<file path="src/design/ecd_pkg.sv">
// Package for the seconds-to-calendar converter: field widths, constants,
// reciprocal multipliers, month tables and the structs passed between stages.
// No dependencies.
`timescale 1ns / 1ps
`default_nettype none

package ecd_pkg;

  localparam int unsigned EPOCH_W   = 32;
  localparam int unsigned YEAR_W    = 12;
  localparam int unsigned MONTH_W   = 4;
  localparam int unsigned DAY_W     = 5;
  localparam int unsigned HOUR_W    = 5;
  localparam int unsigned MINUTE_W  = 6;
  localparam int unsigned SECOND_W  = 6;
  localparam int unsigned WEEKDAY_W = 3;

  localparam int unsigned DAYNUM_W  = 16;  // whole days since the epoch
  localparam int unsigned SOD_W     = 17;  // second of day
  localparam int unsigned ABSDAY_W  = 20;  // days since 0001-01-01
  localparam int unsigned DOY_W     = 9;   // day of year
  localparam int unsigned CENT_W    = 6;   // year / 100

  // Register stages from input to output register
  localparam int unsigned STAGES = 11;

  localparam int unsigned SEC_PER_MIN  = 60;
  localparam int unsigned SEC_PER_HOUR = 3600;
  localparam int unsigned SEC_PER_DAY  = 86400;
  localparam int unsigned DAYS_PER_WEEK = 7;
  localparam int unsigned DAYS_PER_YEAR = 365;
  localparam int unsigned YEAR_BEFORE_EPOCH = 1969;
  localparam int unsigned DAYS_BEFORE_EPOCH = YEAR_BEFORE_EPOCH * 365 + YEAR_BEFORE_EPOCH / 4
                                            - YEAR_BEFORE_EPOCH / 100 + YEAR_BEFORE_EPOCH / 400;
  localparam int unsigned DAYS_PER_400Y = 100 - 4 + 1 + 365 * 400;
  localparam int unsigned YEAR_SCALE = 400;
  // (DAYS_BEFORE_EPOCH + 6) mod 7, folded onto the day count since the epoch
  localparam int unsigned WEEKDAY_OFFSET = (DAYS_BEFORE_EPOCH + 6) % DAYS_PER_WEEK;

  // Floor reciprocals: estimate is exact or one low, fixed by one compare
  localparam int unsigned DAY_PRESHIFT = 7;
  localparam int unsigned DAY_SHIFT    = 25;
  localparam int unsigned DAY_RECIP    = (1 << DAY_SHIFT) / (SEC_PER_DAY >> DAY_PRESHIFT);
  localparam int unsigned WEEK_SHIFT   = 17;
  localparam int unsigned WEEK_RECIP   = (1 << WEEK_SHIFT) / DAYS_PER_WEEK;
  localparam int unsigned HOUR_SHIFT   = 17;
  localparam int unsigned HOUR_RECIP   = (1 << HOUR_SHIFT) / SEC_PER_HOUR;
  localparam int unsigned MIN_SHIFT    = 12;
  localparam int unsigned MIN_RECIP    = (1 << MIN_SHIFT) / SEC_PER_MIN;
  localparam int unsigned YEAR_SHIFT   = 29;
  localparam int unsigned YEAR_RECIP   = (1 << YEAR_SHIFT) / DAYS_PER_400Y;

  // Ceiling reciprocals, exact over the narrow operand ranges used
  localparam int unsigned CENT_SHIFT   = 15;
  localparam int unsigned CENT_RECIP   = ((1 << CENT_SHIFT) + 24) / 25;
  localparam int unsigned MONTH_SHIFT  = 14;
  localparam int unsigned MONTH_RECIP  = ((1 << MONTH_SHIFT) + 30) / 31;

  localparam logic [DOY_W-1:0] MONTH_START_PLAIN [13] = '{
    9'd0, 9'd31, 9'd59, 9'd90, 9'd120, 9'd151, 9'd181,
    9'd212, 9'd243, 9'd273, 9'd304, 9'd334, 9'd365
  };
  localparam logic [DOY_W-1:0] MONTH_START_LEAP [13] = '{
    9'd0, 9'd31, 9'd60, 9'd91, 9'd121, 9'd152, 9'd182,
    9'd213, 9'd244, 9'd274, 9'd305, 9'd335, 9'd366
  };

  typedef struct packed {
    logic [DAYNUM_W-1:0] day_num;
    logic [SOD_W-1:0]    sod;
  } split_t;

  typedef struct packed {
    logic [HOUR_W-1:0]    hour;
    logic [MINUTE_W-1:0]  minute;
    logic [SECOND_W-1:0]  second;
    logic [WEEKDAY_W-1:0] weekday;
  } clock_t;

  typedef struct packed {
    logic [YEAR_W-1:0]  year;
    logic [MONTH_W-1:0] month;
    logic [DAY_W-1:0]   day;
  } date_t;

  function automatic logic [DOY_W-1:0] month_start(input logic leap,
                                                   input logic [MONTH_W-1:0] idx);
    logic [DOY_W-1:0] val;
    if (leap) begin
      val = MONTH_START_LEAP[idx];
    end else begin
      val = MONTH_START_PLAIN[idx];
    end
    return val;
  endfunction

  // cent is year / 100
  function automatic logic is_leap(input logic [YEAR_W-1:0] year,
                                   input logic [CENT_W-1:0] cent);
    logic [YEAR_W-1:0] whole;
    whole = YEAR_W'(cent) * YEAR_W'(100);
    return (year[1:0] == 2'd0) && ((whole != year) || (cent[1:0] == 2'd0));
  endfunction

endpackage

`default_nettype wire

</file>
<file path="src/design/ecd_in_if.sv">
// Input channel of the converter: valid, ready and one epoch timestamp.
// Depends on ecd_pkg for the field width.
`timescale 1ns / 1ps
`default_nettype none

interface ecd_in_if;
  logic                           valid;
  logic                           ready;
  logic [ecd_pkg::EPOCH_W-1:0]    epoch_seconds;

  modport source (output valid, output epoch_seconds, input ready);
  modport sink   (input valid, input epoch_seconds, output ready);
endinterface

`default_nettype wire

</file>
<file path="src/design/ecd_out_if.sv">
// Result channel of the converter: valid, ready and the calendar fields.
// Depends on ecd_pkg for the field widths.
`timescale 1ns / 1ps
`default_nettype none

interface ecd_out_if;
  logic                            valid;
  logic                            ready;
  logic [ecd_pkg::YEAR_W-1:0]      year_out;
  logic [ecd_pkg::MONTH_W-1:0]     month_out;
  logic [ecd_pkg::DAY_W-1:0]       day_out;
  logic [ecd_pkg::HOUR_W-1:0]      hour_out;
  logic [ecd_pkg::MINUTE_W-1:0]    minute_out;
  logic [ecd_pkg::SECOND_W-1:0]    second_out;
  logic [ecd_pkg::WEEKDAY_W-1:0]   weekday_out;

  modport source (output valid, output year_out, output month_out, output day_out,
                  output hour_out, output minute_out, output second_out,
                  output weekday_out, input ready);
  modport sink   (input valid, input year_out, input month_out, input day_out,
                  input hour_out, input minute_out, input second_out,
                  input weekday_out, output ready);
endinterface

`default_nettype wire

</file>
<file path="src/design/ecd_day_split.sv">
// Stages 1 to 3: split the timestamp into whole days and second of day.
// Depends on ecd_pkg.
`timescale 1ns / 1ps
`default_nettype none

module ecd_day_split (
  input  logic                         clk,
  input  logic                         adv,
  input  logic [ecd_pkg::EPOCH_W-1:0]  epoch_seconds,
  output ecd_pkg::split_t              split
);

  localparam int unsigned PW = ecd_pkg::EPOCH_W - ecd_pkg::DAY_PRESHIFT + ecd_pkg::DAYNUM_W;
  localparam int unsigned BW = ecd_pkg::EPOCH_W + 1;
  localparam int unsigned RW = ecd_pkg::SOD_W + 1;

  logic [ecd_pkg::EPOCH_W-1:0]  t1_r;
  logic [ecd_pkg::EPOCH_W-1:0]  t2_r;
  logic [ecd_pkg::DAYNUM_W-1:0] qe_r;
  logic [ecd_pkg::DAYNUM_W-1:0] qe_nxt;
  ecd_pkg::split_t              split_r;
  ecd_pkg::split_t              split_nxt;
  logic [PW-1:0]                prod;
  logic [BW-1:0]                back;
  logic [BW-1:0]                diff;
  logic [RW-1:0]                rem;

  always_comb begin
    prod   = PW'(t1_r[ecd_pkg::EPOCH_W-1:ecd_pkg::DAY_PRESHIFT]) * PW'(ecd_pkg::DAY_RECIP);
    qe_nxt = prod[PW-1:ecd_pkg::DAY_SHIFT];
  end

  always_comb begin
    back = BW'(qe_r) * BW'(ecd_pkg::SEC_PER_DAY);
    diff = BW'(t2_r) - back;
    rem  = diff[RW-1:0];
    if (rem >= RW'(ecd_pkg::SEC_PER_DAY)) begin
      split_nxt.day_num = qe_r + ecd_pkg::DAYNUM_W'(1);
      split_nxt.sod     = ecd_pkg::SOD_W'(rem - RW'(ecd_pkg::SEC_PER_DAY));
    end else begin
      split_nxt.day_num = qe_r;
      split_nxt.sod     = rem[ecd_pkg::SOD_W-1:0];
    end
  end

  always_ff @(posedge clk) begin
    if (adv) begin
      t1_r    <= epoch_seconds;
      t2_r    <= t1_r;
      qe_r    <= qe_nxt;
      split_r <= split_nxt;
    end
  end

  assign split = split_r;

endmodule

`default_nettype wire

</file>
<file path="src/design/ecd_clock_fields.sv">
// Stages 4 to 11 of the time-of-day side: hour, minute, second and weekday,
// then a delay line to line up with the date side. Depends on ecd_pkg.
`timescale 1ns / 1ps
`default_nettype none

module ecd_clock_fields (
  input  logic             clk,
  input  logic             adv,
  input  ecd_pkg::split_t  split,
  output ecd_pkg::clock_t  clock
);

  localparam int unsigned XW  = ecd_pkg::DAYNUM_W + 1;
  localparam int unsigned WPW = 2 * XW;
  localparam int unsigned WQW = 13;
  localparam int unsigned HPW = 2 * ecd_pkg::SOD_W;
  localparam int unsigned HRW = 13;
  localparam int unsigned SHW = 12;
  localparam int unsigned MPW = 18;
  localparam int unsigned MRW = 7;
  localparam int unsigned DLY = ecd_pkg::STAGES - 7;

  // stage 4
  logic [XW-1:0]                x4_r;
  logic [WQW-1:0]               we4_r;
  logic [ecd_pkg::SOD_W-1:0]    sod4_r;
  logic [ecd_pkg::HOUR_W-1:0]   he4_r;
  // stage 5
  logic [ecd_pkg::WEEKDAY_W-1:0] wd5_r;
  logic [ecd_pkg::HOUR_W-1:0]    hr5_r;
  logic [SHW-1:0]                rh5_r;
  // stage 6
  logic [ecd_pkg::WEEKDAY_W-1:0] wd6_r;
  logic [ecd_pkg::HOUR_W-1:0]    hr6_r;
  logic [SHW-1:0]                rh6_r;
  logic [ecd_pkg::MINUTE_W-1:0]  me6_r;
  // stage 7 and delay line
  ecd_pkg::clock_t               c7_r;
  ecd_pkg::clock_t               dly_r [DLY];

  logic [XW-1:0]                 x4_nxt;
  logic [WPW-1:0]                wprod;
  logic [HPW-1:0]                hprod;
  logic [XW-1:0]                 wdiff;
  logic [3:0]                    wrem;
  logic [ecd_pkg::WEEKDAY_W-1:0] wd5_nxt;
  logic [HRW-1:0]                hrem;
  logic [ecd_pkg::HOUR_W-1:0]    hr5_nxt;
  logic [SHW-1:0]                rh5_nxt;
  logic [MPW-1:0]                mprod;
  logic [SHW-1:0]                mdiff;
  logic [MRW-1:0]                mrem;
  ecd_pkg::clock_t               c7_nxt;

  always_comb begin
    x4_nxt = XW'(split.day_num) + XW'(ecd_pkg::WEEKDAY_OFFSET);
    wprod  = WPW'(x4_nxt) * WPW'(ecd_pkg::WEEK_RECIP);
    hprod  = HPW'(split.sod) * HPW'(ecd_pkg::HOUR_RECIP);
  end

  always_comb begin
    wdiff = x4_r - XW'(we4_r) * XW'(ecd_pkg::DAYS_PER_WEEK);
    wrem  = wdiff[3:0];
    if (wrem >= 4'(ecd_pkg::DAYS_PER_WEEK)) begin
      wd5_nxt = ecd_pkg::WEEKDAY_W'(wrem - 4'(ecd_pkg::DAYS_PER_WEEK));
    end else begin
      wd5_nxt = wrem[ecd_pkg::WEEKDAY_W-1:0];
    end
    hrem = HRW'(sod4_r - ecd_pkg::SOD_W'(he4_r) * ecd_pkg::SOD_W'(ecd_pkg::SEC_PER_HOUR));
    if (hrem >= HRW'(ecd_pkg::SEC_PER_HOUR)) begin
      hr5_nxt = he4_r + ecd_pkg::HOUR_W'(1);
      rh5_nxt = SHW'(hrem - HRW'(ecd_pkg::SEC_PER_HOUR));
    end else begin
      hr5_nxt = he4_r;
      rh5_nxt = hrem[SHW-1:0];
    end
  end

  always_comb begin
    mprod = MPW'(rh5_r) * MPW'(ecd_pkg::MIN_RECIP);
  end

  always_comb begin
    mdiff = rh6_r - SHW'(me6_r) * SHW'(ecd_pkg::SEC_PER_MIN);
    mrem  = mdiff[MRW-1:0];
    c7_nxt.hour    = hr6_r;
    c7_nxt.weekday = wd6_r;
    if (mrem >= MRW'(ecd_pkg::SEC_PER_MIN)) begin
      c7_nxt.minute = me6_r + ecd_pkg::MINUTE_W'(1);
      c7_nxt.second = ecd_pkg::SECOND_W'(mrem - MRW'(ecd_pkg::SEC_PER_MIN));
    end else begin
      c7_nxt.minute = me6_r;
      c7_nxt.second = mrem[ecd_pkg::SECOND_W-1:0];
    end
  end

  always_ff @(posedge clk) begin
    if (adv) begin
      x4_r   <= x4_nxt;
      we4_r  <= wprod[ecd_pkg::WEEK_SHIFT+WQW-1:ecd_pkg::WEEK_SHIFT];
      sod4_r <= split.sod;
      he4_r  <= hprod[ecd_pkg::HOUR_SHIFT+ecd_pkg::HOUR_W-1:ecd_pkg::HOUR_SHIFT];
      wd5_r  <= wd5_nxt;
      hr5_r  <= hr5_nxt;
      rh5_r  <= rh5_nxt;
      wd6_r  <= wd5_r;
      hr6_r  <= hr5_r;
      rh6_r  <= rh5_r;
      me6_r  <= mprod[ecd_pkg::MIN_SHIFT+ecd_pkg::MINUTE_W-1:ecd_pkg::MIN_SHIFT];
      c7_r   <= c7_nxt;
      dly_r[0] <= c7_r;
      for (int i = 1; i < DLY; i++) begin
        dly_r[i] <= dly_r[i-1];
      end
    end
  end

  assign clock = dly_r[DLY-1];

endmodule

`default_nettype wire

</file>
<file path="src/design/ecd_date_fields.sv">
// Stages 4 to 11 of the date side: year by 400-year estimate, one correction and a
// year-length compare, then month by day/31 and the month-start table. Depends on ecd_pkg.
`timescale 1ns / 1ps
`default_nettype none

module ecd_date_fields (
  input  logic             clk,
  input  logic             adv,
  input  ecd_pkg::split_t  split,
  output ecd_pkg::date_t   date
);

  localparam int unsigned YW  = ecd_pkg::YEAR_W;
  localparam int unsigned AW  = ecd_pkg::ABSDAY_W;
  localparam int unsigned NW  = 29;
  localparam int unsigned YPW = NW + YW;
  localparam int unsigned YBW = NW + 2;
  localparam int unsigned YRW = 19;
  localparam int unsigned QW  = YW - 2;
  localparam int unsigned CPW = 21;
  localparam int unsigned R0W = 10;
  localparam int unsigned DW  = ecd_pkg::DOY_W;
  localparam int unsigned OPW = 18;
  localparam int unsigned MW  = ecd_pkg::MONTH_W;
  localparam int unsigned CW  = ecd_pkg::CENT_W;

  // stages 4 to 7
  logic [AW-1:0] days4_r, days5_r, days6_r, days7_r;
  logic [NW-1:0] n4_r, n5_r;
  logic [YW-1:0] ye5_r;
  logic [YW-1:0] y6_r, y7_r;
  logic [CW-1:0] cent7_r [3];
  // stage 8
  logic [YW-1:0]  y8_r;
  logic [R0W-1:0] rem8_r;
  logic           lp1_8_r, lp2_8_r;
  // stage 9
  logic [YW-1:0]  yr9_r;
  logic [DW-1:0]  rem9_r;
  logic           lp9_r;
  // stage 10
  logic [YW-1:0]  yr10_r;
  logic [DW-1:0]  rem10_r;
  logic           lp10_r;
  logic [MW-1:0]  mon10_r;
  // stage 11
  ecd_pkg::date_t date_r;

  logic [AW-1:0]  days4_nxt;
  logic [YPW-1:0] yprod;
  logic [YBW-1:0] ydiff;
  logic [YRW-1:0] yrem;
  logic [YW-1:0]  y6_nxt;
  logic [YW-1:0]  ycand [3];
  logic [CPW-1:0] cprod [3];
  logic [CW-1:0]  cent7_nxt [3];
  logic [AW-1:0]  base;
  logic [AW-1:0]  rdiff;
  logic [R0W-1:0] ylen;
  logic [YW-1:0]  yr9_nxt;
  logic [DW-1:0]  rem9_nxt;
  logic           lp9_nxt;
  logic [OPW-1:0] oprod;
  logic [MW-1:0]  mon_est;
  logic [MW-1:0]  mon10_nxt;
  logic [DW-1:0]  next_start;
  logic [MW-1:0]  mon;
  ecd_pkg::date_t date_nxt;

  function automatic logic [YW-1:0] ycand_hold(input logic [YW-1:0] y, input int unsigned k);
    return y + YW'(k);
  endfunction

  always_comb begin
    days4_nxt = AW'(split.day_num) + AW'(ecd_pkg::DAYS_BEFORE_EPOCH);
  end

  always_comb begin
    yprod = YPW'(n4_r) * YPW'(ecd_pkg::YEAR_RECIP);
  end

  always_comb begin
    ydiff = YBW'(n5_r) - YBW'(ye5_r) * YBW'(ecd_pkg::DAYS_PER_400Y);
    yrem  = ydiff[YRW-1:0];
    if (yrem >= YRW'(ecd_pkg::DAYS_PER_400Y)) begin
      y6_nxt = ye5_r + YW'(1);
    end else begin
      y6_nxt = ye5_r;
    end
  end

  // centuries of the year estimate and of the two years after it
  always_comb begin
    for (int k = 0; k < 3; k++) begin
      ycand[k]     = y6_r + YW'(k);
      cprod[k]     = CPW'(ycand[k][YW-1:2]) * CPW'(ecd_pkg::CENT_RECIP);
      cent7_nxt[k] = cprod[k][ecd_pkg::CENT_SHIFT+CW-1:ecd_pkg::CENT_SHIFT];
    end
  end

  always_comb begin
    base  = AW'(y7_r) * AW'(ecd_pkg::DAYS_PER_YEAR) + AW'(y7_r[YW-1:2])
          - AW'(cent7_r[0]) + AW'(cent7_r[0][CW-1:2]);
    rdiff = days7_r - base;
  end

  always_comb begin
    ylen = R0W'(ecd_pkg::DAYS_PER_YEAR) + R0W'(lp1_8_r);
    if (rem8_r >= ylen) begin
      rem9_nxt = DW'(rem8_r - ylen);
      yr9_nxt  = y8_r + YW'(2);
      lp9_nxt  = lp2_8_r;
    end else begin
      rem9_nxt = rem8_r[DW-1:0];
      yr9_nxt  = y8_r + YW'(1);
      lp9_nxt  = lp1_8_r;
    end
  end

  always_comb begin
    oprod   = OPW'(rem9_r) * OPW'(ecd_pkg::MONTH_RECIP);
    mon_est = oprod[ecd_pkg::MONTH_SHIFT+MW-1:ecd_pkg::MONTH_SHIFT] + MW'(1);
    if (mon_est > MW'(12)) begin
      mon10_nxt = MW'(12);
    end else begin
      mon10_nxt = mon_est;
    end
  end

  always_comb begin
    next_start = ecd_pkg::month_start(lp10_r, mon10_r);
    if ((mon10_r < MW'(12)) && (next_start <= rem10_r)) begin
      mon = mon10_r + MW'(1);
    end else begin
      mon = mon10_r;
    end
    date_nxt.year  = yr10_r;
    date_nxt.month = mon;
    date_nxt.day   = ecd_pkg::DAY_W'(rem10_r - ecd_pkg::month_start(lp10_r, mon - MW'(1))
                                     + DW'(1));
  end

  always_ff @(posedge clk) begin
    if (adv) begin
      days4_r <= days4_nxt;
      n4_r    <= NW'(days4_nxt) * NW'(ecd_pkg::YEAR_SCALE);
      days5_r <= days4_r;
      n5_r    <= n4_r;
      ye5_r   <= yprod[ecd_pkg::YEAR_SHIFT+YW-1:ecd_pkg::YEAR_SHIFT];
      days6_r <= days5_r;
      y6_r    <= y6_nxt;
      days7_r <= days6_r;
      y7_r    <= y6_r;
      for (int k = 0; k < 3; k++) begin
        cent7_r[k] <= cent7_nxt[k];
      end
      y8_r    <= y7_r;
      rem8_r  <= rdiff[R0W-1:0];
      lp1_8_r <= ecd_pkg::is_leap(ycand_hold(y7_r, 1), cent7_r[1]);
      lp2_8_r <= ecd_pkg::is_leap(ycand_hold(y7_r, 2), cent7_r[2]);
      yr9_r   <= yr9_nxt;
      rem9_r  <= rem9_nxt;
      lp9_r   <= lp9_nxt;
      yr10_r  <= yr9_r;
      rem10_r <= rem9_r;
      lp10_r  <= lp9_r;
      mon10_r <= mon10_nxt;
      date_r  <= date_nxt;
    end
  end

  assign date = date_r;

endmodule

`default_nettype wire

</file>
<file path="src/design/epoch_seconds_to_calendar_date.sv">
// Epoch seconds to calendar date converter, top level.
// Takes 32-bit seconds since 1970-01-01 00:00:00 on in_ch and returns year,
// month, day, hour, minute, second and weekday code on out_ch. The weekday
// code is (days since 0001-01-01 + 6) mod 7, so Monday is 6 and Tuesday 0.
// Both channels use valid/ready; a transaction completes when both are high.
// Throughput: one transaction per cycle, sustained, while out_ch.ready is high.
// Depth: eleven register stages from input to result. The depth comes from the
// chain of reciprocal multiplies (days, hours, minutes, year) and the year and
// month corrections.
// Stall: when a valid result waits and out_ch.ready is low, the whole pipeline
// holds and in_ch.ready drops in the same cycle; nothing is lost or repeated.
// Reset (rst_n low at a clock edge) clears all stage valid bits; no stored
// state beyond the pipeline exists.
// Depends on ecd_pkg, ecd_in_if, ecd_out_if, ecd_day_split, ecd_clock_fields
// and ecd_date_fields.
`timescale 1ns / 1ps
`default_nettype none

module epoch_seconds_to_calendar_date (
  input  logic         clk,
  input  logic         rst_n,
  ecd_in_if.sink       in_ch,
  ecd_out_if.source    out_ch
);

  logic [ecd_pkg::STAGES-1:0] vld_r;
  logic [ecd_pkg::STAGES-1:0] vld_nxt;
  logic                       adv;
  ecd_pkg::split_t            split;
  ecd_pkg::clock_t            clock;
  ecd_pkg::date_t             date;

  assign adv     = !vld_r[ecd_pkg::STAGES-1] || out_ch.ready;
  assign vld_nxt = {vld_r[ecd_pkg::STAGES-2:0], in_ch.valid};

  always_ff @(posedge clk) begin
    if (!rst_n) begin
      vld_r <= '0;
    end else if (adv) begin
      vld_r <= vld_nxt;
    end
  end

  ecd_day_split u_day_split (
    .clk           (clk),
    .adv           (adv),
    .epoch_seconds (in_ch.epoch_seconds),
    .split         (split)
  );

  ecd_clock_fields u_clock_fields (
    .clk   (clk),
    .adv   (adv),
    .split (split),
    .clock (clock)
  );

  ecd_date_fields u_date_fields (
    .clk   (clk),
    .adv   (adv),
    .split (split),
    .date  (date)
  );

  assign in_ch.ready        = adv && rst_n;
  assign out_ch.valid       = vld_r[ecd_pkg::STAGES-1];
  assign out_ch.year_out    = date.year;
  assign out_ch.month_out   = date.month;
  assign out_ch.day_out     = date.day;
  assign out_ch.hour_out    = clock.hour;
  assign out_ch.minute_out  = clock.minute;
  assign out_ch.second_out  = clock.second;
  assign out_ch.weekday_out = clock.weekday;

endmodule

`default_nettype wire
</file>
<file path="src/flat_wrapper.sv">
// flat-port wrapper written by rule: the top's interface ports become plain ports
module epoch_seconds_to_calendar_date_flat 
  (clk, rst_n, in_ch_valid, in_ch_epoch_seconds, in_ch_ready, out_ch_valid, out_ch_year_out, out_ch_month_out, out_ch_day_out, out_ch_hour_out, out_ch_minute_out, out_ch_second_out, out_ch_weekday_out, out_ch_ready);
  ecd_in_if in_ch_i ();
  ecd_out_if out_ch_i ();
  input  logic clk;
  input  logic rst_n;
  input wire logic [$bits(in_ch_i.valid)-1:0] in_ch_valid;
  input wire logic [$bits(in_ch_i.epoch_seconds)-1:0] in_ch_epoch_seconds;
  output wire logic [$bits(in_ch_i.ready)-1:0] in_ch_ready;
  output wire logic [$bits(out_ch_i.valid)-1:0] out_ch_valid;
  output wire logic [$bits(out_ch_i.year_out)-1:0] out_ch_year_out;
  output wire logic [$bits(out_ch_i.month_out)-1:0] out_ch_month_out;
  output wire logic [$bits(out_ch_i.day_out)-1:0] out_ch_day_out;
  output wire logic [$bits(out_ch_i.hour_out)-1:0] out_ch_hour_out;
  output wire logic [$bits(out_ch_i.minute_out)-1:0] out_ch_minute_out;
  output wire logic [$bits(out_ch_i.second_out)-1:0] out_ch_second_out;
  output wire logic [$bits(out_ch_i.weekday_out)-1:0] out_ch_weekday_out;
  input wire logic [$bits(out_ch_i.ready)-1:0] out_ch_ready;
  assign in_ch_i.valid = in_ch_valid;
  assign in_ch_i.epoch_seconds = in_ch_epoch_seconds;
  assign in_ch_ready = in_ch_i.ready;
  assign out_ch_valid = out_ch_i.valid;
  assign out_ch_year_out = out_ch_i.year_out;
  assign out_ch_month_out = out_ch_i.month_out;
  assign out_ch_day_out = out_ch_i.day_out;
  assign out_ch_hour_out = out_ch_i.hour_out;
  assign out_ch_minute_out = out_ch_i.minute_out;
  assign out_ch_second_out = out_ch_i.second_out;
  assign out_ch_weekday_out = out_ch_i.weekday_out;
  assign out_ch_i.ready = out_ch_ready;
  epoch_seconds_to_calendar_date u_core (.clk(clk), .rst_n(rst_n), .in_ch(in_ch_i), .out_ch(out_ch_i));
endmodule
</file>
<file path="config.mk">
export PLATFORM = sky130hd
export DESIGN_NAME = epoch_seconds_to_calendar_date_flat
export DESIGN_NICKNAME = d
export VERILOG_FILES = /design/src/design/ecd_pkg.sv /design/src/design/ecd_in_if.sv /design/src/design/ecd_out_if.sv /design/src/design/ecd_day_split.sv /design/src/design/ecd_clock_fields.sv /design/src/design/ecd_date_fields.sv /design/src/design/epoch_seconds_to_calendar_date.sv /design/src/flat_wrapper.sv
export SDC_FILE = /design/constraint.sdc
export NUM_CORES = 2
export LEC_CHECK = 0
export CORE_MARGIN = 4
export CORE_UTILIZATION = 60
export CTS_CLUSTER_DIAMETER = 60
export CTS_CLUSTER_SIZE = 20
export DETAILED_ROUTE_END_ITERATION = 10
export DONT_BUFFER_PORTS = 1
export PLACE_DENSITY = 0.76
export SYNTH_ARGS = -nofsm -noshare
export SYNTH_HDL_FRONTEND = slang
export SYNTH_SLANG_ARGS = --single-unit
</file>
<file path="constraint.sdc">
create_clock -name clk -period 39.6 [get_ports clk]
set_input_delay 11.88 -clock clk [delete_from_list [all_inputs] [get_ports clk]]
set_output_delay 11.88 -clock clk [all_outputs]
set_load 0.02 [all_outputs]
</file>
==> results.md <==
- Share of cells above drive strength 1: 3.327%
- Post-layout minimum cycle time: 25400 ps
- Avg Cell Area, Syn: 11.42 µm²
- Area of the multi-input gates: 0.02918 mm²
- Final net count: 5576
- Worst skew pair latency: 610 ps
- Max Clk Rate: 39.37 MHz
- Critical path startpoint category: primary input
- H-tree depth: 2
- GRT Total Usage: 20.34%
- Crit-path leading delay family: simple AND/OR/NAND/NOR gates
- Worst-path clk slew: 70 ps
- Via count: 28136
- Buffers & Inverters on Critical Path: 1
- # diodes: 0
- HP Start: u_core.u_date_fields.days6_r[4]
- Final-report hold violation count: 0
- Final Setup Violations: 0
- Critical path arrival: 13520 ps
- Storage element area: 0.01475 mm²
- Final TNS setup: 0 ps
- Crit Path Class: in -> out
- Sequential element share of the synthesized area: 31.16%
- GPL Wtd Cong: 0.8830
- Final period util: 64.14%
- Vias in the first global route: 29559
- Largest net degree at the start of global routing: 219
- Global route total overflow: 0
- CP cell instances: nor2b_1, inv_8, and2_1
- Die W: 288.9 µm
- Synth-to-layout area growth: 6.352%
- HPWL Detailed: 65.69 mm
- Most frequent cell after synthesis: ha_1
- Max-Cap Viols: 0
- RR Startpoint: u_core.u_date_fields.y6_r[3]
- Ys flop type: edfxtp_1
- First-pass GRT wire length: 140.1 mm
- Synth top area share: 30.69%
- # rows: 102
- Outcome: completed
- Die ar.: 0.08347 mm²
- Post-cts resize count: 0
- Worst Setup SP: out_ch_ready
- Crit-path slowest cell: nor2b_1
- DR pass1 iterations: 5
- Routed Antenna Nets: 0
- Filler instances: 5850
- CORE AREA: 0.07785 mm²
- Final WL: 81.06 mm
- Seq cells post-synth: 495
- Die height: 288.9 µm
- Max FO, Critical Path: 128
- Root Driver: clkbuf_16
- Via density: 5.361
- Max clock buf depth: 3
- Initial core utilization: 60.82%
- Yosys Warn Count: 0
- CP Capture Type: primary output
- Initial antenna violation count: 0
- Routed length per instance: 15.45 µm
- Clk sinks: 495
- Mapped cell area: 0.04735 mm²
- Slew HR: 22.75%
- Cts bufs inserted: 48
- Synth cell count leaders: 966 x ha_1, 874 x inv_1, 484 x edfxtp_1, 405 x fa_1, 244 x xnor2_1
- Hold Buf Count CTS: 0
- CTS tree: built
- Post-synth net total: 5552
- RSZ-0062 raised after global routing: false
- Post-synthesis async set-or-reset flop share: 0%
- DRC viols: 0
- IO Pins: 79
- Clock skew: 30.28 ps
- Postcts setup bufs: 0
- Synth area leaders: edfxtp_1 31%, ha_1 26%, fa_1 17%
- Req. time, crit path: 27720 ps
- Measured slew at the worst slew-check pin: 1159 ps
- Most area-hungry cell type in the Yosys netlist: edfxtp_1
- Port Buffers: 0
- Final Max Tran Viols: 0
- Post-synth EDFFs: 484
- Distinct cells, synth: 80
- HP Class: reg -> reg
- DRT iter0 DRCs: 1383
- Crit-path max cell delay: 740 ps
- Post-Syn Instances: 4145
[stage by stage]
stage | hold slack (ps) | worst slack [ps] | util, % | std cells | cell area (µm²)
after floorplan | 400.3 | 1196 | - | 4145 | 47350
after global placement | 400.8 | 14140 | 62.43 | 5159 | 48600
after detailed placement | 404.5 | 14110 | 62.43 | 5159 | 48600
after CTS | 401.2 | 14110 | 64.69 | 5248 | 50360
after global routing | 409.6 | 13990 | 64.69 | 5248 | 50360
final | 404.0 | 14200 | 64.69 | 5248 | 50360
[state kept, by name, indices dropped and copies added (netlist names), 18 cells and up]
register	cells
u_core.u_date_fields.date	21
u_core.u_day_split.t2_r	18
u_core.u_day_split.split	33
u_core.u_clock_fields.c7_r	20
u_core.u_date_fields.cent7_r	18
u_core.u_day_split.t1_r	32
u_core.u_clock_fields.dly_r	80
u_core.u_date_fields.n4_r	22
[area by class of cell]
cell class	instances	share of cell area (%)
sequential	495	29.30
tap	1040	2.584
clock buffer	50	2.442
inverter	875	6.537
timing repair buffer	6	0.1391
clock inverter	39	1.053
multi-input combinational	2743	57.95
[worst reg2reg max path, cell delays in order (launching register included)]
cell,delay [ps]
edfxtp_1,630
ha_1,280
nand2_1,100
nor2_1,250
and2_1,290
nand3_1,180
xnor2_1,410
ha_1,200
inv_1,60
ha_1,170
nor2_1,290
xnor2_1,190
ha_1,300
inv_1,50
fa_1,510
fa_1,540
fa_1,550
inv_1,40
ha_1,290
a21o_1,110
a21oi_1,50
o21ai_0,290
nor3_1,90
a211oi_1,500
a41oi_1,240
a21oi_1,260
a21oi_1,120
xnor2_1,130
[layer usage]
layer	GRT usage [%]	wire, µm	vias up
met5	0	0	-
met4	5.852	2290	0
met3	2.164	1972	146
met2	36.68	41040	316
met1	26.07	35760	13620
li1	-	-	14054
[cell families after synthesis]
family	share of synthesized area (%)
compound gates	6.891
flops	31.16
mux	0.2299
buf+inv	7.230
simple gates	5.404
fa+ha+maj	42.65
xor+xnor	6.437
[placed cells by master, fill, tap and decap left out, types with 20 or more instances in the layout]
cell type,instances
nor2_1,113
a21o_1,59
a21oi_1,152
o21ai_0,77
fa_1,405
xor2_1,104
clkbuf_16,49
nand4_1,23
and3_1,33
o21a_1,30
ha_1,966
inv_1,873
nand3_1,57
nor3_1,45
nand2_1,137
xnor2_1,243
a211oi_1,21
nor2b_1,20
edfxtp_1,484
[worst paths after layout]
check,to,slack (ps),cells after the start
setup reg to reg,u_core.u_date_fields.cent7_r[0][11],32210,27
hold / removal,u_core.u_date_fields.days7_r[4],400,0
setup / recovery,in_ch_ready,14200,3
hold reg to reg,u_core.u_date_fields.days7_r[4],400,0
Power is left out: the tool's default activity adds up to more than one toggle a clock period on the data nets, which glitch-free logic cannot reach.
